### src/dlf_pkg.sv
// Shared types and constants for the directory entry listing formatter.
`default_nettype none
package dlf_pkg;

  // Width of the listing counters and of the extended compare path.
  localparam int CNT_W = 32;
  localparam int CMP_W = 64;
  localparam logic [CNT_W-1:0] CNT_MAX = {CNT_W{1'b1}};

  // Most text bytes one entry can produce: 8 + '.' + 3 + '/' + newline.
  localparam int MAX_CHARS = 14;
  localparam int LEN_W = 4;
  localparam int IDX_W = 4;

  // Configuration register indexes.
  localparam logic REG_SKIP_BYTES      = 1'b0;
  localparam logic REG_BUFFER_CAPACITY = 1'b1;
  localparam logic [31:0] SKIP_BYTES_RESET      = 32'd0;
  localparam logic [31:0] BUFFER_CAPACITY_RESET = 32'd512;

  // Entry markers, attribute bits and characters.
  localparam logic [7:0] MARK_END       = 8'h00;
  localparam logic [7:0] MARK_DELETED   = 8'he5;
  localparam logic [7:0] ATTR_LONG_NAME = 8'h0f;
  localparam logic [7:0] ATTR_VOLUME    = 8'h08;
  localparam logic [7:0] ATTR_DIRECTORY = 8'h10;
  localparam logic [7:0] CHAR_SPACE     = 8'h20;
  localparam logic [7:0] CHAR_DOT       = 8'h2e;
  localparam logic [7:0] CHAR_SLASH     = 8'h2f;
  localparam logic [7:0] CHAR_NEWLINE   = 8'h0a;

  typedef enum logic [1:0] {
    KIND_TEXT = 2'd0,
    KIND_END  = 2'd1,
    KIND_FULL = 2'd2
  } dlf_kind_t;

  // One decoded entry: its text bytes in order and how many there are.
  typedef struct packed {
    logic [MAX_CHARS-1:0][7:0] chars;
    logic [LEN_W-1:0]          len;
    logic                      is_end;
    logic                      start;
  } dlf_entry_t;

  // One result beat.
  typedef struct packed {
    dlf_kind_t   kind;
    logic [7:0]  text_byte;
    logic [31:0] byte_index;
    logic        last;
  } dlf_result_t;

endpackage
`default_nettype wire

### src/dlf_decode.sv
// Entry decode: filtering, blank trimming and packing of the text bytes.
`default_nettype none
module dlf_decode (
  input  wire logic              start_listing,
  input  wire logic [63:0]       name_base,
  input  wire logic [23:0]       name_ext,
  input  wire logic [7:0]        attributes,
  output dlf_pkg::dlf_entry_t    entry
);

  logic [7:0][7:0] base;
  logic [2:0][7:0] ext;
  logic [4:0]      base_len;
  logic [4:0]      ext_end;
  logic            has_ext;
  logic            is_dir;
  logic            skipped;
  logic [4:0]      ext_stop;
  logic [4:0]      dir_pos;
  logic [4:0]      nl_pos;

  assign base   = name_base;
  assign ext    = name_ext;
  assign is_dir = (attributes & dlf_pkg::ATTR_DIRECTORY) != 8'd0;

  // Deleted, long-name, volume and dot entries give no text.
  always_comb begin
    skipped = (base[0] == dlf_pkg::MARK_DELETED) ||
              (attributes == dlf_pkg::ATTR_LONG_NAME) ||
              ((attributes & dlf_pkg::ATTR_VOLUME) != 8'd0) ||
              ((base[0] == dlf_pkg::CHAR_DOT) &&
               ((base[1] == dlf_pkg::CHAR_SPACE) ||
                ((base[1] == dlf_pkg::CHAR_DOT) && (base[2] == dlf_pkg::CHAR_SPACE))));
  end

  // Trimmed lengths: one past the last non-blank byte.
  always_comb begin
    base_len = 5'd0;
    ext_end  = 5'd0;
    for (int i = 0; i < 8; i++) begin
      if (base[i] != dlf_pkg::CHAR_SPACE) begin
        base_len = 5'(i + 1);
      end
    end
    for (int j = 0; j < 3; j++) begin
      if (ext[j] != dlf_pkg::CHAR_SPACE) begin
        ext_end = 5'(j + 1);
      end
    end
  end

  assign has_ext  = ext_end != 5'd0;
  assign ext_stop = base_len + 5'd1 + ext_end;
  assign dir_pos  = has_ext ? ext_stop : base_len;
  assign nl_pos   = dir_pos + {4'd0, is_dir};

  // Each text slot picks its byte from the positions worked out above.
  always_comb begin
    logic [4:0] kk;
    logic [4:0] off;
    entry.start  = start_listing;
    entry.is_end = base[0] == dlf_pkg::MARK_END;
    for (int k = 0; k < dlf_pkg::MAX_CHARS; k++) begin
      kk  = 5'(k);
      off = kk - base_len - 5'd1;
      if (kk < base_len) begin
        entry.chars[k] = base[kk[2:0]];
      end else if (has_ext && (kk == base_len)) begin
        entry.chars[k] = dlf_pkg::CHAR_DOT;
      end else if (has_ext && (kk < ext_stop)) begin
        entry.chars[k] = ext[off[1:0]];
      end else if (is_dir && (kk == dir_pos)) begin
        entry.chars[k] = dlf_pkg::CHAR_SLASH;
      end else begin
        entry.chars[k] = dlf_pkg::CHAR_NEWLINE;
      end
    end
    if (entry.is_end || skipped) begin
      entry.len = '0;
    end else begin
      entry.len = dlf_pkg::LEN_W'(nl_pos + 5'd1);
    end
  end

endmodule
`default_nettype wire

### src/dlf_emit.sv
// Byte emitter: counters, one text byte per cycle unless stalled, result register.
`default_nettype none
module dlf_emit (
  input  wire logic                 clk,
  input  wire logic                 rst,
  input  wire logic                 entry_valid,
  input  wire dlf_pkg::dlf_entry_t  entry,
  output logic                      entry_take,
  input  wire logic [31:0]          skip_bytes,
  input  wire logic [31:0]          buffer_capacity,
  output logic                      res_valid,
  input  wire logic                 res_ready,
  output dlf_pkg::dlf_result_t      result
);

  localparam int CW = dlf_pkg::CMP_W;
  localparam int NW = dlf_pkg::CNT_W;

  dlf_pkg::dlf_entry_t             work;
  logic                            work_valid;
  logic [dlf_pkg::IDX_W-1:0]       idx;
  logic [NW-1:0]                   text_position;
  logic [NW-1:0]                   written_count;
  logic                            finished;

  logic [NW-1:0]                   text_position_next;
  logic [NW-1:0]                   written_count_next;
  logic                            finished_next;
  logic                            step;
  logic                            final_step;
  logic                            emit;
  dlf_pkg::dlf_result_t            res_next;
  logic                            at_tail;
  logic [NW-1:0]                   tp_inc;

  assign step    = work_valid && (!res_valid || res_ready);
  assign at_tail = ({1'b0, idx} + 5'd1) == {1'b0, work.len};
  assign tp_inc  = (text_position != dlf_pkg::CNT_MAX) ? text_position + 1'b1 : text_position;

  // One step of the current entry against the listing counters.
  always_comb begin
    text_position_next = text_position;
    written_count_next = written_count;
    finished_next      = finished;
    final_step         = 1'b0;
    emit               = 1'b0;
    res_next.kind       = dlf_pkg::KIND_TEXT;
    res_next.text_byte  = 8'd0;
    res_next.byte_index = 32'(CW'(written_count));
    res_next.last       = 1'b1;
    if (step) begin
      if (finished) begin
        final_step = 1'b1;
      end else if (work.is_end) begin
        emit          = 1'b1;
        res_next.kind = dlf_pkg::KIND_END;
        finished_next = 1'b1;
        final_step    = 1'b1;
      end else if (CW'(text_position) >= CW'(skip_bytes)) begin
        emit = 1'b1;
        if ((CW'(written_count) >= CW'(buffer_capacity)) ||
            (written_count == dlf_pkg::CNT_MAX)) begin
          res_next.kind = dlf_pkg::KIND_FULL;
          finished_next = 1'b1;
          final_step    = 1'b1;
        end else begin
          res_next.text_byte = work.chars[idx];
          res_next.last      = at_tail;
          written_count_next = written_count + 1'b1;
          text_position_next = tp_inc;
          final_step         = at_tail;
        end
      end else begin
        text_position_next = tp_inc;
        final_step         = at_tail;
      end
    end
  end

  assign entry_take = entry_valid && (!work_valid || (step && final_step));

  // Work register and listing counters; a new listing clears them on load.
  always_ff @(posedge clk) begin
    if (rst) begin
      work_valid    <= 1'b0;
      idx           <= '0;
      text_position <= '0;
      written_count <= '0;
      finished      <= 1'b0;
    end else begin
      if (entry_take && entry.start) begin
        text_position <= '0;
        written_count <= '0;
        finished      <= 1'b0;
      end else begin
        text_position <= text_position_next;
        written_count <= written_count_next;
        finished      <= finished_next;
      end
      if (entry_take) begin
        work_valid <= entry.is_end || (entry.len != '0);
        idx        <= '0;
      end else if (step && final_step) begin
        work_valid <= 1'b0;
      end else if (step) begin
        idx <= idx + 1'b1;
      end
    end
  end

  // Entry payload needs no reset.
  always_ff @(posedge clk) begin
    if (entry_take) begin
      work <= entry;
    end
  end

  // Result register.
  always_ff @(posedge clk) begin
    if (rst) begin
      res_valid <= 1'b0;
    end else if (emit) begin
      res_valid <= 1'b1;
    end else if (res_ready) begin
      res_valid <= 1'b0;
    end
  end

  always_ff @(posedge clk) begin
    if (emit) begin
      result <= res_next;
    end
  end

endmodule
`default_nettype wire

### src/dir_entry_listing_formatter.sv
// Top level of the directory entry listing formatter.
//
//   Channel  Direction  Fields
//   s_*      in         tuser: start_listing; tdata: name_base, name_ext, attributes
//   m_*      out        tuser: kind; tdata: text_byte, byte_index; tlast: last
//   wr_*     in         wr_index selects skip_bytes or buffer_capacity
//
// An entry is held in the input register, then the emitter steps through its
// text bytes in order through its single byte path. Skipped entries are dropped
// when the emitter takes them. Reset is synchronous and clears the valid flags,
// the counters and the configuration registers. A stalled output holds the emitter;
// input beats are still taken into the input register while it is free.
`default_nettype none
module dir_entry_listing_formatter (
  input  wire logic        clk,
  input  wire logic        rst,
  input  wire logic        s_tvalid,
  output logic             s_tready,
  input  wire logic [95:0] s_tdata,   // name_base[63:0], name_ext[87:64], attributes[95:88]
  input  wire logic        s_tuser,   // start_listing
  output logic             m_tvalid,
  input  wire logic        m_tready,
  output logic [39:0]      m_tdata,   // text_byte[7:0], byte_index[39:8]
  output logic [1:0]       m_tuser,   // kind
  output logic             m_tlast,
  input  wire logic        wr_en,
  input  wire logic        wr_index,
  input  wire logic [31:0] wr_data
);

  logic                 in_valid;
  logic [95:0]          in_data;
  logic                 in_start;
  logic [31:0]          skip_bytes;
  logic [31:0]          buffer_capacity;
  logic                 entry_take;
  dlf_pkg::dlf_entry_t  entry;
  dlf_pkg::dlf_result_t result;

  // Configuration registers.
  always_ff @(posedge clk) begin
    if (rst) begin
      skip_bytes      <= dlf_pkg::SKIP_BYTES_RESET;
      buffer_capacity <= dlf_pkg::BUFFER_CAPACITY_RESET;
    end else if (wr_en) begin
      case (wr_index)
        dlf_pkg::REG_SKIP_BYTES:      skip_bytes      <= wr_data;
        dlf_pkg::REG_BUFFER_CAPACITY: buffer_capacity <= wr_data;
        default: ;
      endcase
    end
  end

  // Input register: free when empty or when its entry moves on.
  assign s_tready = !in_valid || entry_take;

  always_ff @(posedge clk) begin
    if (rst) begin
      in_valid <= 1'b0;
    end else if (s_tready) begin
      in_valid <= s_tvalid;
    end
  end

  always_ff @(posedge clk) begin
    if (s_tvalid && s_tready) begin
      in_data  <= s_tdata;
      in_start <= s_tuser;
    end
  end

  dlf_decode u_decode (
    .start_listing (in_start),
    .name_base     (in_data[63:0]),
    .name_ext      (in_data[87:64]),
    .attributes    (in_data[95:88]),
    .entry         (entry)
  );

  dlf_emit u_emit (
    .clk             (clk),
    .rst             (rst),
    .entry_valid     (in_valid),
    .entry           (entry),
    .entry_take      (entry_take),
    .skip_bytes      (skip_bytes),
    .buffer_capacity (buffer_capacity),
    .res_valid       (m_tvalid),
    .res_ready       (m_tready),
    .result          (result)
  );

  assign m_tdata = {result.byte_index, result.text_byte};
  assign m_tuser = result.kind;
  assign m_tlast = result.last;

endmodule
`default_nettype wire
### config.mk
export PLATFORM = sky130hd
export DESIGN_NAME = dir_entry_listing_formatter
export DESIGN_NICKNAME = d
export VERILOG_FILES = /design/src/dlf_pkg.sv /design/src/dlf_decode.sv /design/src/dlf_emit.sv /design/src/dir_entry_listing_formatter.sv
export SDC_FILE = /design/constraint.sdc
export NUM_CORES = 1
export LEC_CHECK = 0
export BUFFER_PORTS_ARGS = -buffer_cell sky130_fd_sc_hd__buf_2
export CORE_MARGIN = 4
export CORE_UTILIZATION = 40
export DETAILED_ROUTE_END_ITERATION = 8
export GPL_TIMING_DRIVEN = 0
export PLACE_DENSITY = 0.6
export SLEW_MARGIN = 15
export SYNTH_ARGS = -nofsm -noshare
export SYNTH_HDL_FRONTEND = slang
export SYNTH_SLANG_ARGS = --single-unit
### constraint.sdc
create_clock -name clk -period 33.4 [get_ports clk]
set_clock_uncertainty 0.1 [all_clocks]
set_input_delay 3.34 -clock clk [delete_from_list [all_inputs] [get_ports clk]]
set_output_delay 3.34 -clock clk [all_outputs]
set_load 0.03 [all_outputs]
After elaboration in Yosys (flattened, before gate mapping)
Cells that the tools add are included.
Word-level totals
  register bits after elaboration: 393
  logic and storage cells: 369
  input port bits: 135
  output and inout bits: 45
Cells by class
  muxes and demuxes: 123
  $add $sub $neg: 36
  order comparisons: 45
  bitwise gates (word level): 7
  equality and inequality tests: 47
  reduce and logical (&&, ||, !) cells: 79
Operators by type and width (number)
  8-bit 2-to-1 mux: 58
  8-bit binary-select mux with 2-bit select: 14
  32-bit 2-to-1 mux: 3
  8-bit by 6-bit inequality test with 1-bit output, second input constant: 11
  6-bit 2-to-1 mux: 14
  32-bit by 1-bit adder with 32-bit output, second input constant: 2
  32-bit >= comparator: 2
  1-bit logical AND: 49
  2-bit by 3-bit less-than comparator with 1-bit output, second input constant: 14
  8-bit binary-select mux with 4-bit select: 1
  32-bit equality test, second input constant: 1
  8-bit by 6-bit equality test with 1-bit output, second input constant: 4
  32-bit inequality test, second input constant: 1
  4-bit by 5-bit equality test with 1-bit output, first input constant: 6
  4-bit by 5-bit less-than comparator with 1-bit output, first input constant: 6
  2-bit by 1-bit subtractor with 2-bit output, second input constant: 14
  4-bit equality test, first input constant: 6
  4-bit less-than comparator, first input constant: 6
  3-bit by 5-bit equality test with 1-bit output, first input constant: 4
  3-bit by 5-bit less-than comparator with 1-bit output, first input constant: 4
  1-bit 2-to-1 mux: 20
  3-bit by 4-bit equality test with 1-bit output, first input constant: 4
  3-bit by 4-bit less-than comparator with 1-bit output, first input constant: 4
  1-bit by 2-bit subtractor with 2-bit output, first input constant: 8
  37 further kinds: 81

Logic depth before layout (Yosys ltp)
Gate-level depths: netlist (run 1).
  word-level depth: 18
  depth in mapped cells: 17
  mapped depth without buffers: 15

Cells and area by module
A second synthesis (run 1) with hierarchy kept.
Second synthesis, totals
  cells, all modules: 1838
  area, all modules: 20253.2 um^2
Modules (own cells, without submodules)
  dlf_emit: cells an instance 948, seq. area each 6226.0 um^2, area each 11063.1 um^2, times used 1
  dir_entry_listing_formatter: cells an instance 347, seq. area each 4214.0 um^2, area each 5604.1 um^2, times used 1
  dlf_decode: cells an instance 543, seq. area each 0.0 um^2, area each 3585.9 um^2, times used 1

Worst setup path after synthesis (run 1)
Ideal clock, no wire load.
  path kind: input to register
  start point: input m_tready
  end point: register u_emit.work[100] (netlist bit), enable pin
  setup time: 0.770 ns
  arrival time: 12.305 ns
  slack: 20.225 ns
  cell stages on the path: 3
  cell sequence: nand2b_1 -> nor2_1 -> nor3b_1
Between the ends
  word-level cells in the longest chain between the ends: 6
RTL lines
  from (decl): RTL line dir_entry_listing_formatter.sv:22  | input wire logic m_tready,
  1-bit logical OR *: RTL line dlf_emit.sv:36  | assign step = work_valid && (!res_valid || res_ready);
  1-bit logical AND *: RTL line dlf_emit.sv:36
  1-bit 2-to-1 mux: RTL line dlf_emit.sv:51  | if (step) begin
  1-bit logical AND *: RTL line dlf_emit.sv:80  | assign entry_take = entry_valid && (!work_valid || (step && final_step));
  1-bit logical OR *: RTL line dlf_emit.sv:80
  1-bit logical AND *: RTL line dlf_emit.sv:80
  via entry_take: RTL line dir_entry_listing_formatter.sv:36  | logic entry_take;
  to (signal assigned): RTL line dlf_emit.sv:114  | work <= entry;
  to (decl): RTL line dlf_emit.sv:19  | dlf_pkg::dlf_entry_t work;
The timed path passes the listed nets; every way through them passes the cells marked *.
A chain may end at the register's enable or synchronous reset.

Worst setup path after layout (run 1)
  start point: input m_tready
  end point: output s_tready
Between the ends
  word-level cells in the longest chain between the ends: 7
RTL lines
  1-bit logical OR *: RTL line dlf_emit.sv:36
  1-bit logical AND *: RTL line dlf_emit.sv:36
  1-bit 2-to-1 mux: RTL line dlf_emit.sv:51
  1-bit logical AND *: RTL line dlf_emit.sv:80
  1-bit logical OR *: RTL line dlf_emit.sv:80
  1-bit logical AND *: RTL line dlf_emit.sv:80
  1-bit logical OR *: RTL line dir_entry_listing_formatter.sv:55  | assign s_tready = !in_valid || entry_take;
  to (decl): RTL line dir_entry_listing_formatter.sv:18  | output logic s_tready,
Mark *: on every way between the ends. The rest lies on a longest branch, timed or not.

==> results of run 1 <==
worst paths after layout:
check                                                startpoint                              end  slack [ns]  cells after the start
worst max register to register            in_data[36]$_DFFE_PP_        u_emit.work[23]$_DFFE_PP_       27.94                     12
worst min register to register  buffer_capacity[8]$_SDFFE_PP0P_  buffer_capacity[8]$_SDFFE_PP0P_        0.35                      2
worst max-delay path                                   m_tready                         s_tready       25.48                      5
worst min-delay path            buffer_capacity[8]$_SDFFE_PP0P_  buffer_capacity[8]$_SDFFE_PP0P_        0.35                      2
through the flow:
| step | power (mW) | hold WS, ns |
|---|---|---|
| 2_1_floorplan | 0.592 | 0.336 |
| 3_3_place_gp | 0.626 | 0.343 |
| 3_5_place_dp | 0.626 | 0.351 |
| 4_1_cts | 1.14 | 0.359 |
| 5_1_grt | 1.17 | 0.375 |
| 6_report | 1.13 | 0.354 |
layout make-up:
cell class                 instances  area [sq um]
buffer                            80           375
clock buffer                      54          1180
clock inverter                    25           363
fill                            4400         24400
inverter                         100           375
multi-input combinational       1267          7990
sequential                       387         10300
tap                              607           759
timing repair buffer             186          1020
worst max-delay path, cell delays in order:
cell	delay, ns
buf_2	0.07
nand2b_1	0.27
nor2_1	0.15
o21ai_0	0.37
buf_2	0.28
power by group through the flow:
stage / logic [mW] / clock network, mW / registers (mW)
after detailed placement: 0.0751 / 0 / 0.551
after global placement: 0.0716 / 0 / 0.555
after CTS: 0.0754 / 0.521 / 0.541
after floorplan: 0.0396 / 0 / 0.552
final: 0.0753 / 0.510 / 0.541
after global routing: 0.0819 / 0.542 / 0.543
logic make-up (layout without fill, tap and decap cells):
family                   Yosys count  in the layout  synth area share [%]
adder cells (fa/ha/maj)           76             76                  5.05
multiplexers                      53             53                  4.43
flip-flops                       387            387                  54.0
AO/OA/AOI/OAI                    379            379                  12.4
XOR/XNOR                          60             60                  2.81
AND/OR/NAND/NOR                  699            699                  17.4
buffers and inverters            180            445                  3.95
routing by layer:
layer	vias to the layer above	wire length [um]
li1	7129	-
met1	7155	23900
met2	609	27100
met3	135	3740
met4	2	2710
met5	-	12
placed cells by master (no fill, tap or decap), types with 12 or more instances in the layout:
master / n
nand4_1: 29
o21bai_1: 12
nor4_1: 22
mux4_2: 24
edfxtp_1: 251
nor2_1: 167
a21oi_1: 149
xnor2_1: 25
nor4b_1: 12
buf_2: 187
ha_1: 75
clkbuf_1: 52
nand2_1: 264
dfxtp_1: 136
clkbuf_16: 43
o21ai_0: 76
nor3_1: 32
xor2_1: 34
inv_1: 98
a22oi_1: 12
and3_1: 16
o22ai_1: 17
and2_1: 16
or3_1: 23
mux2i_1: 27
buf_4: 15
a21o_1: 14
nand3_1: 52
flip-flops by register name (all words and copies together), names as in the netlist:
register and cells:
skip_bytes 32, u_emit.text_position 32, in_data 90, u_emit.res_valid 1
u_emit.finished 1, in_valid 1, buffer_capacity 32, u_emit.work 117
u_emit.work_valid 1, u_emit.written_count 32, u_emit.idx 4, u_emit.result 43
in_start 1
==> impl_metrics.csv, run 1 <==
group,metric,value,unit
pwr,clockPowerShare,45.3,%
placed_design,preCtsSetupSlack,25.44,ns
min_path,hp-class,"flop to flop",
synthesis,yosysTopAreaCell,"edfxtp_1",
global_routing,grt.total_usage,22.3,%
pwr,pwr-share-seq,48.1,%
synthesis,yosysSeqAreaShare,54.0,%
synthesis,synth_flop_cell,"edfxtp_1",
cells_and_area,stdcell_area,22300,sq um
timing,setup_viol,0,
global_routing,grt_max_degree,64,
placed_design,placed_cell_area,20800,sq um
timing,max_freq,126,MHz
cells_and_area,fin_nets,2276,
cells_and_area,drive_above_1_share,16.7,%
detailed_routing,routed_wl,57.5,mm
global_routing,use_met1,28.8,%
timing,min_period,7.92,ns
timing,tns,0,ns
detailed_routing,drt_iter0_drc,1198,
detailed_routing,viasPerCell,5.55,
die,placementRows,79,
global_routing,grt_first_pass_wirelength,86.9,mm
job,maxCapViolations,0,
global_routing,met2_usage,37.0,%
die,die_area,51000,sq um
detailed_routing,ant_nets,0,
critical_path,start_kind,"input pin",
synthesis,postSynthCellCount,1834,
pwr,power.internal,870,uW
detailed_routing,detail_route.wl_per_cell,21.2,um
synthesis,synth_edf_count,251,
timing,finalCritPeriodShare,23.7,%
pwr,switching_power,256,uW
timing,hold_violations,0,
timing,setup_ws,25.48,ns
clock_network,clk_path_buf_depth,3,
pwr,power_density,50.5,nW/um^2
synthesis,yosysMostFrequentCell,"nand2_1",
placed_design,place_inst,2627,
clock_network,clock_sinks,387,
clock_network,cts_htree_levels,2,
clock_network,post_cts_buffers,0,
pwr,power_switching_share,22.7,%
timing,rsz0062_at_grt,"false",
timing,slew_violations,0,
cells_and_area,area_growth,17.5,%
status,status,"completed",
detailed_routing,drc,0,
cells_and_area,finish.utilization,47.7,%
synthesis,yosysWarnings,0,
synthesis,ys_ff_latch,387,
synthesis,synth.area.top_cells,"edfxtp_1 40%, dfxtp_1 14%, nand2_1 5.2%",
critical_path,criticalPathCategory,"input pin to output port",
synthesis,avgSynthCellArea,10.4,sq um
clock_network,clk_pin_slew,0.06,ns
global_routing,grt_pass1_vias,14700,
die,core,46800,sq um
critical_path,path_max_fanout,6,
placed_design,dp_hpwl,45.3,mm
timing,worst_pin_slew,1.09,ns
critical_path,worstPathArrival,4.48,ns
placed_design,gp_congestion,0.961,
die,die_w,226,um
clock_network,post_cts_resized,0,
synthesis,yosys-top-cells-count,"264 x nand2_1, 251 x edfxtp_1, 167 x nor2_1",
cells_and_area,num_antenna_cells,0,
pwr,leakage,8.23,nW
clock_network,cts_tree,"built",
pwr,vdd_drop_max,0.0000430,V
global_routing,busiest_layer,"met2",
cells_and_area,instances_no_fill,2706,
global_routing,gr-usage-met3,3.64,%
global_routing,antenna_found_initial,1,
global_routing,gr-total-overflow,0,
critical_path,critPathRequiredTime,29.96,ns
clock_network,clk_latency,0.58,ns
die,die_h,226,um
pwr,combPwrFrac,6.7,%
synthesis,synth.cell_area,19000,sq um
critical_path,end_kind,"output port",
synthesis,yosysTopAreaCellShare,39.7,%
detailed_routing,vias,15000,
synthesis,synth_fp_nets,2045,
clock_network,root_buffer,"clkbuf_16",
synthesis,postSynth.asyncResetShare,0,%
die,io_pins,180,
die,start_util,40.6,%
synthesis,synth_cell_types,88,
detailed_routing,dr.pass1.iters,7,
clock_network,numCtsBuffers,43,
clock_network,hold_buffers,0,
timing,relSlewSlack,27.1,%
placed_design,portBuffers,172,
Power figures use the tool's default switching activity.
==> run 2, diff against run 1 <==
Clock period 33.4 ns to 8.3 ns, I/O delays scaled along.
==> run 2 against run 1 <==
  * Sequential power grew to 4.0 times the previous value
  * Critical endpoint is now u_emit.work[87]$_DFFE_PP_
  * Critical path type is now flop to flop
  * Setup slack got worse by 23 ns
  * Combinational power increased to 4.0 times the previous value
  * Largest cell class unchanged
  * Clock power rose to 3.9 times the previous value
==> impl_metrics.csv, run 2 (synthesized netlist as in run 1, its figures left out) <==
group,metric,value,unit
detailed_routing,wl_met3,4.04,mm
critical_path,reg2regPathDepth,12,
min_path,min_delay_worst_endpoint,"in_data[82]$_DFFE_PP_",
critical_path,worst-path-buf-inv,1,
cells_and_area,layout_commonest_cell,"nand2_1",
critical_path,max_stage_delay,0.75,ns
timing,rsz0062_at_grt,"false",
cells_and_area,area_growth,17.4,%
pwr,power_density,201,nW/um^2
critical_path,end_kind,"flop",
timing,slew_violations,0,
min_path,hp-class,"input pin to flop",
cells_and_area,drive_above_1_share,16.6,%
critical_path,start_kind,"flop",
global_routing,grt_pass1_vias,14900,
detailed_routing,drt_iter0_drc,1323,
detailed_routing,vias,15000,
global_routing,gr-total-overflow,0,
die,die_area,51000,sq um
pwr,power,4.48,mW
clock_network,clock_sinks,387,
die,core,46800,sq um
pwr,clockPowerShare,44.7,%
critical_path,slowest_stage,"a311oi_1",
timing,hold_violations,0,
clock_network,cts_htree_levels,2,
placed_design,place_inst,2622,
timing,finalCritPeriodShare,67.1,%
clock_network,post_cts_resized,0,
cells_and_area,instances_no_fill,2702,
clock_network,clk_pin_slew,0.06,ns
global_routing,grt_max_degree,67,
clock_network,root_buffer,"clkbuf_16",
placed_design,portBuffers,172,
min_path,min_path_cells,1,
placed_design,placed_cell_area,20800,sq um
detailed_routing,routed_wl,57.9,mm
die,placementRows,79,
critical_path,cp_common_cell,"or2_2",
cells_and_area,num_antenna_cells,0,
min_path,hp-start,"s_tdata[82]",
cells_and_area,reg_top3,"u_emit.work: 117 flops, in_data: 90 flops, u_emit.result: 43 flops",
pwr,pwr-share-seq,48.6,%
status,status,"completed",
timing,max_freq,179,MHz
critical_path,worstPathArrival,5.78,ns
clock_network,clk_path_buf_depth,3,
timing,setup_viol,0,
placed_design,gp_congestion,0.935,
clock_network,post_cts_buffers,0,
clock_network,clk_latency,0.57,ns
critical_path,r2r-start,"in_data[36]$_DFFE_PP_",
cells_and_area,mostFrequentLayoutCells,"264 x nand2_1, 251 x edfxtp_1, 187 x buf_2",
cells_and_area,top_register,"u_emit.work",
pwr,power.internal,3.45,mW
die,io_pins,180,
placed_design,dp_hpwl,45.2,mm
clock_network,cts_tree,"built",
critical_path,r2r_end,"u_emit.work[87]$_DFFE_PP_",
critical_path,reg2reg_slack,2.73,ns
detailed_routing,wl_met2,27.5,mm
pwr,vdd_drop_max,0.000223,V
pwr,switching_power,1.03,mW
pwr,leakage,8.21,nW
timing,hold_ws,0.332,ns
detailed_routing,detail_route.wl_per_cell,21.4,um
clock_network,hold_buffers,0,
die,die_w,226,um
die,die_h,226,um
job,maxCapViolations,0,
global_routing,antenna_found_initial,1,
clock_network,numCtsBuffers,43,
pwr,power_switching_share,23.0,%
detailed_routing,highest_layer,"met5",
die,start_util,40.6,%
cells_and_area,largest_register_ffs,117,
timing,worst_pin_slew,1.12,ns
critical_path,criticalPathCategory,"flop to flop",
detailed_routing,drc,0,
global_routing,grt.total_usage,22.3,%
pwr,combPwrFrac,6.8,%
detailed_routing,wl_met1,23.5,mm
cells_and_area,stdcell_area,22300,sq um
cells_and_area,fin_nets,2271,
detailed_routing,viasPerCell,5.56,
timing,min_period,5.57,ns
detailed_routing,dr.pass1.iters,5,
timing,relSlewSlack,25.4,%
global_routing,grt_first_pass_wirelength,86.8,mm
critical_path,cp_top_family,"simple AND/OR/NAND/NOR gates",
critical_path,critPathRequiredTime,8.51,ns
critical_path,path_cells,"nor4b_1 -> nand2_1 -> a311oi_1 -> o21ai_2 -> nand2_4 -> ha_1 -> fa_1 -> clkbuf_1 -> or2_2 -> a21oi_1 -> o21ai_0 -> or2_2",
critical_path,path_max_fanout,10,
detailed_routing,ant_nets,0,
run 2: cell type report:
cell class	count	area (sq um)
well taps	607	759
repair buffers	181	1020
inverters	100	375
fillers	4362	24500
multi-input cells	1267	7990
clock buffers	55	1230
flip-flops and latches	387	10300
plain buffers	80	375
clock inverters	25	275
run 2: worst reg2reg max path, cell delays in order (launching register included):
cell      delay [ns]
edfxtp_1        0.40
nor4b_1         0.73
nand2_1         0.35
a311oi_1        0.75
o21ai_2         0.28
nand2_4         0.22
ha_1            0.21
fa_1            0.41
clkbuf_1        0.28
or2_2           0.45
a21oi_1         0.35
o21ai_0         0.36
or2_2           0.43
run 2: how the worst max path moves through the flow:
stage,startpoint,depth (start not counted),end,slack (ns)
after CTS,in_data[36]$_DFFE_PP_,12,u_emit.work[87]$_DFFE_PP_,2.70
final,in_data[36]$_DFFE_PP_,12,u_emit.work[87]$_DFFE_PP_,2.73
after global placement,u_emit.text_position[0]$_SDFFE_PP0P_,11,u_emit.work[64]$_DFFE_PP_,-1.15
after global routing,in_data[36]$_DFFE_PP_,12,u_emit.work[87]$_DFFE_PP_,2.55
after detailed placement,in_data[36]$_DFFE_PP_,12,u_emit.work[87]$_DFFE_PP_,2.73
after floorplan,skip_bytes[31]$_SDFFE_PP0P_,11,u_emit.work[100]$_DFFE_PP_,1.21
run 2: per-layer routing:
metal  up-vias  track usage, %
li1       7120               -
met1      7162            28.0
met2       593            37.5
met3       141            3.83
met4         2            10.7
met5         -               0
run 2: power groups by stage:
stage	clock (mW)	sequential, mW	combinational [mW]
after floorplan	0	2.22	0.160
after CTS	2.05	2.18	0.305
final	2.00	2.18	0.304
after detailed placement	0	2.22	0.304
after global placement	0	2.23	0.288
after global routing	2.13	2.18	0.332
run 2: per-stage QoR:
step	setup TNS, ns	worst slack, ns	util (%)
6_report	0	2.73	47.7
5_1_grt	0	2.55	47.7
4_1_cts	0	2.70	47.7
3_5_place_dp	0	2.73	44.5
3_3_place_gp	-136.75	-1.15	44.1
2_1_floorplan	0	1.21	-
==> run 3, diff against run 2 <==
Settings changed: PLACE_DENSITY 0.6 to 0.62.
Clock period 8.3 ns to 5.1 ns, I/O delays scaled along.
==> run 3 against run 2 <==
  * Sequential share of layout area is 1.5 points lower
  * Flip-flop and latch count is the same
  * Routed wire length grew 3.5%
  * Hold slack got worse by 0.31 ns
  * Non-clock buffer count rose by 74
  * Die area is the same
  * Via count is 3.7% higher
  * Combinational power up 82%
  * Register-to-register slack lost 2.6 ns
  * Final area is 3.5% higher
==> impl_metrics.csv, run 3 (synthesized netlist as in run 1, its figures left out) <==
group,metric,value,unit
cells_and_area,largest_register_ffs,117,
die,die_area,51000,sq um
placed_design,gp_congestion,0.989,
detailed_routing,wl_met2,28.7,mm
pwr,leakage,8.50,nW
timing,setup_viol,0,
die,io_pins,180,
global_routing,antenna_found_initial,0,
global_routing,gr-total-overflow,0,
global_routing,grt_pass1_vias,15300,
die,die_w,226,um
detailed_routing,dr.pass1.iters,6,
cells_and_area,fill_cells,4192,
clock_network,clk_path_buf_depth,3,
cells_and_area,layout_commonest_cell,"nand2_1",
clock_network,clk_pin_slew,0.06,ns
timing,setup_ws,0.166,ns
critical_path,start_kind,"flop",
detailed_routing,wl_met1,23.8,mm
die,core,46800,sq um
cells_and_area,area_growth,21.5,%
clock_network,cts_htree_levels,2,
clock_network,numCtsBuffers,42,
cells_and_area,regArea,10300,sq um
critical_path,path_cells,"or4b_1 -> nor4_2 -> and2b_1 -> buf_4 -> buf_2 -> buf_2 -> nand2_1 -> fa_1 -> clkbuf_1 -> nor2_1 -> a2bb2oi_1 -> nand3_1 -> nor2_1 -> nor3b_1 -> a211oi_1",
detailed_routing,highest_layer,"met4",
global_routing,grt.total_usage,23.2,%
critical_path,worstPathArrival,5.21,ns
die,start_util,40.6,%
critical_path,worst-path-buf-inv,4,
cells_and_area,reg_top3,"u_emit.work: 117 flops, in_data: 90 flops, u_emit.result: 43 flops",
min_path,hp-class,"input pin to flop",
pwr,vdd_drop_max,0.000243,V
detailed_routing,drc,0,
detailed_routing,routed_wl,59.9,mm
detailed_routing,wl_met3,4.10,mm
clock_network,cts_tree,"built",
cells_and_area,fin_nets,2344,
pwr,power,7.38,mW
die,die_h,226,um
clock_network,root_buffer,"clkbuf_16",
critical_path,criticalPathCategory,"flop to flop",
timing,rsz0062_at_grt,"true",
pwr,power_density,320,nW/um^2
placed_design,dp_hpwl,45.9,mm
critical_path,cp_top_family,"simple AND/OR/NAND/NOR gates",
timing,max_freq,203,MHz
global_routing,grt_first_pass_wirelength,90.0,mm
timing,min_period,4.93,ns
timing,finalCritPeriodShare,96.7,%
timing,slew_violations,0,
status,status,"completed",
placed_design,preCtsSetupSlack,-0.355,ns
placed_design,portBuffers,172,
detailed_routing,drt_iter0_drc,1213,
cells_and_area,drive_above_1_share,16.3,%
cells_and_area,mostFrequentLayoutCells,"264 x nand2_1, 251 x edfxtp_1, 187 x buf_2",
detailed_routing,viasPerCell,5.62,
die,placementRows,79,
detailed_routing,detail_route.wl_per_cell,21.6,um
timing,hold_violations,0,
cells_and_area,top_register,"u_emit.work",
critical_path,path_max_fanout,10,
clock_network,post_cts_buffers,0,
job,maxCapViolations,0,
critical_path,critPathRequiredTime,5.38,ns
critical_path,slowest_stage,"or4b_1",
detailed_routing,ant_nets,0,
detailed_routing,vias,15600,
global_routing,grt_max_degree,64,
timing,worst_pin_slew,1.10,ns
cells_and_area,num_antenna_cells,0,
clock_network,clk_latency,0.59,ns
timing,relSlewSlack,26.8,%
critical_path,end_kind,"flop",
cells_and_area,finish.utilization,49.4,%
clock_network,clock_sinks,387,
critical_path,max_stage_delay,0.55,ns
cells_and_area,multi_input_area,8020,sq um
[run 3: area by class of cell]
class / count / share of cell area (%)
Sequential cell: 387 / 44.5
Multi-Input combinational cell: 1267 / 34.8
Timing Repair Buffer: 256 / 7.75
Clock buffer: 45 / 4.60
Tap cell: 607 / 3.29
Clock inverter: 32 / 1.81
Buffer: 79 / 1.64
Inverter: 100 / 1.63
[run 3: power by group]
part / switching, mW / leakage, nW / internal, mW / total [mW]
clock network: 1.35 / 0.701 / 1.94 / 3.29
registers: 0.0735 / 3.43 / 3.47 / 3.54
logic: 0.336 / 4.37 / 0.216 / 0.552
total: 1.75 / 8.50 / 5.63 / 7.38
[run 3: worst register-to-register path, cell delays in order (launching register included)]
cell,delay (ns)
edfxtp_1,0.43
or4b_1,0.56
nor4_2,0.25
and2b_1,0.17
buf_4,0.18
buf_2,0.33
buf_2,0.31
nand2_1,0.11
fa_1,0.40
clkbuf_1,0.22
nor2_1,0.46
a2bb2oi_1,0.29
nand3_1,0.23
nor2_1,0.38
nor3b_1,0.09
a211oi_1,0.24
[run 3: metal layers]
layer / vias up / GRT usage [%]
li1: 7258 / -
met1: 7479 / 28.9
met2: 690 / 39.3
met3: 151 / 3.39
met4: 0 / 11.6
met5: - / 0
[run 3: stage by stage]
stage	hold WS (ns)	cell area (sq um)	TNS [ns]	std cells
finish	0.0208	23100	0	2773
global route	0.0112	23100	-0.0551	2773
CTS	0.000122	23100	0	2774
detailed placement	0.348	20800	-3.48	2623
global placement	0.343	20600	-226.38	2613
floorplan	0.335	19000	-19.81	1834
[run 3: timing repair]
action / 4_1_cts / 5_1_grt
pin swaps: 0 / 0
setup endpoints to repair: 29 / 10
cloned: 0 / 0
hold buffers: 74 / 0
hold endpoints to repair: 74 / 0
gates resized for setup: 5 / 2
[run 3: worst paths after layout]
check                                                startpoint                              end  slack [ns]  cells past startpoint
worst min-delay path                                s_tdata[49]            in_data[49]$_DFFE_PP_        0.02                      1
worst min register to register  buffer_capacity[8]$_SDFFE_PP0P_  buffer_capacity[8]$_SDFFE_PP0P_        0.35                      2
worst max-delay path                      in_data[60]$_DFFE_PP_        u_emit.work[48]$_DFFE_PP_        0.17                     15
worst max register to register            in_data[60]$_DFFE_PP_        u_emit.work[48]$_DFFE_PP_        0.17                     15
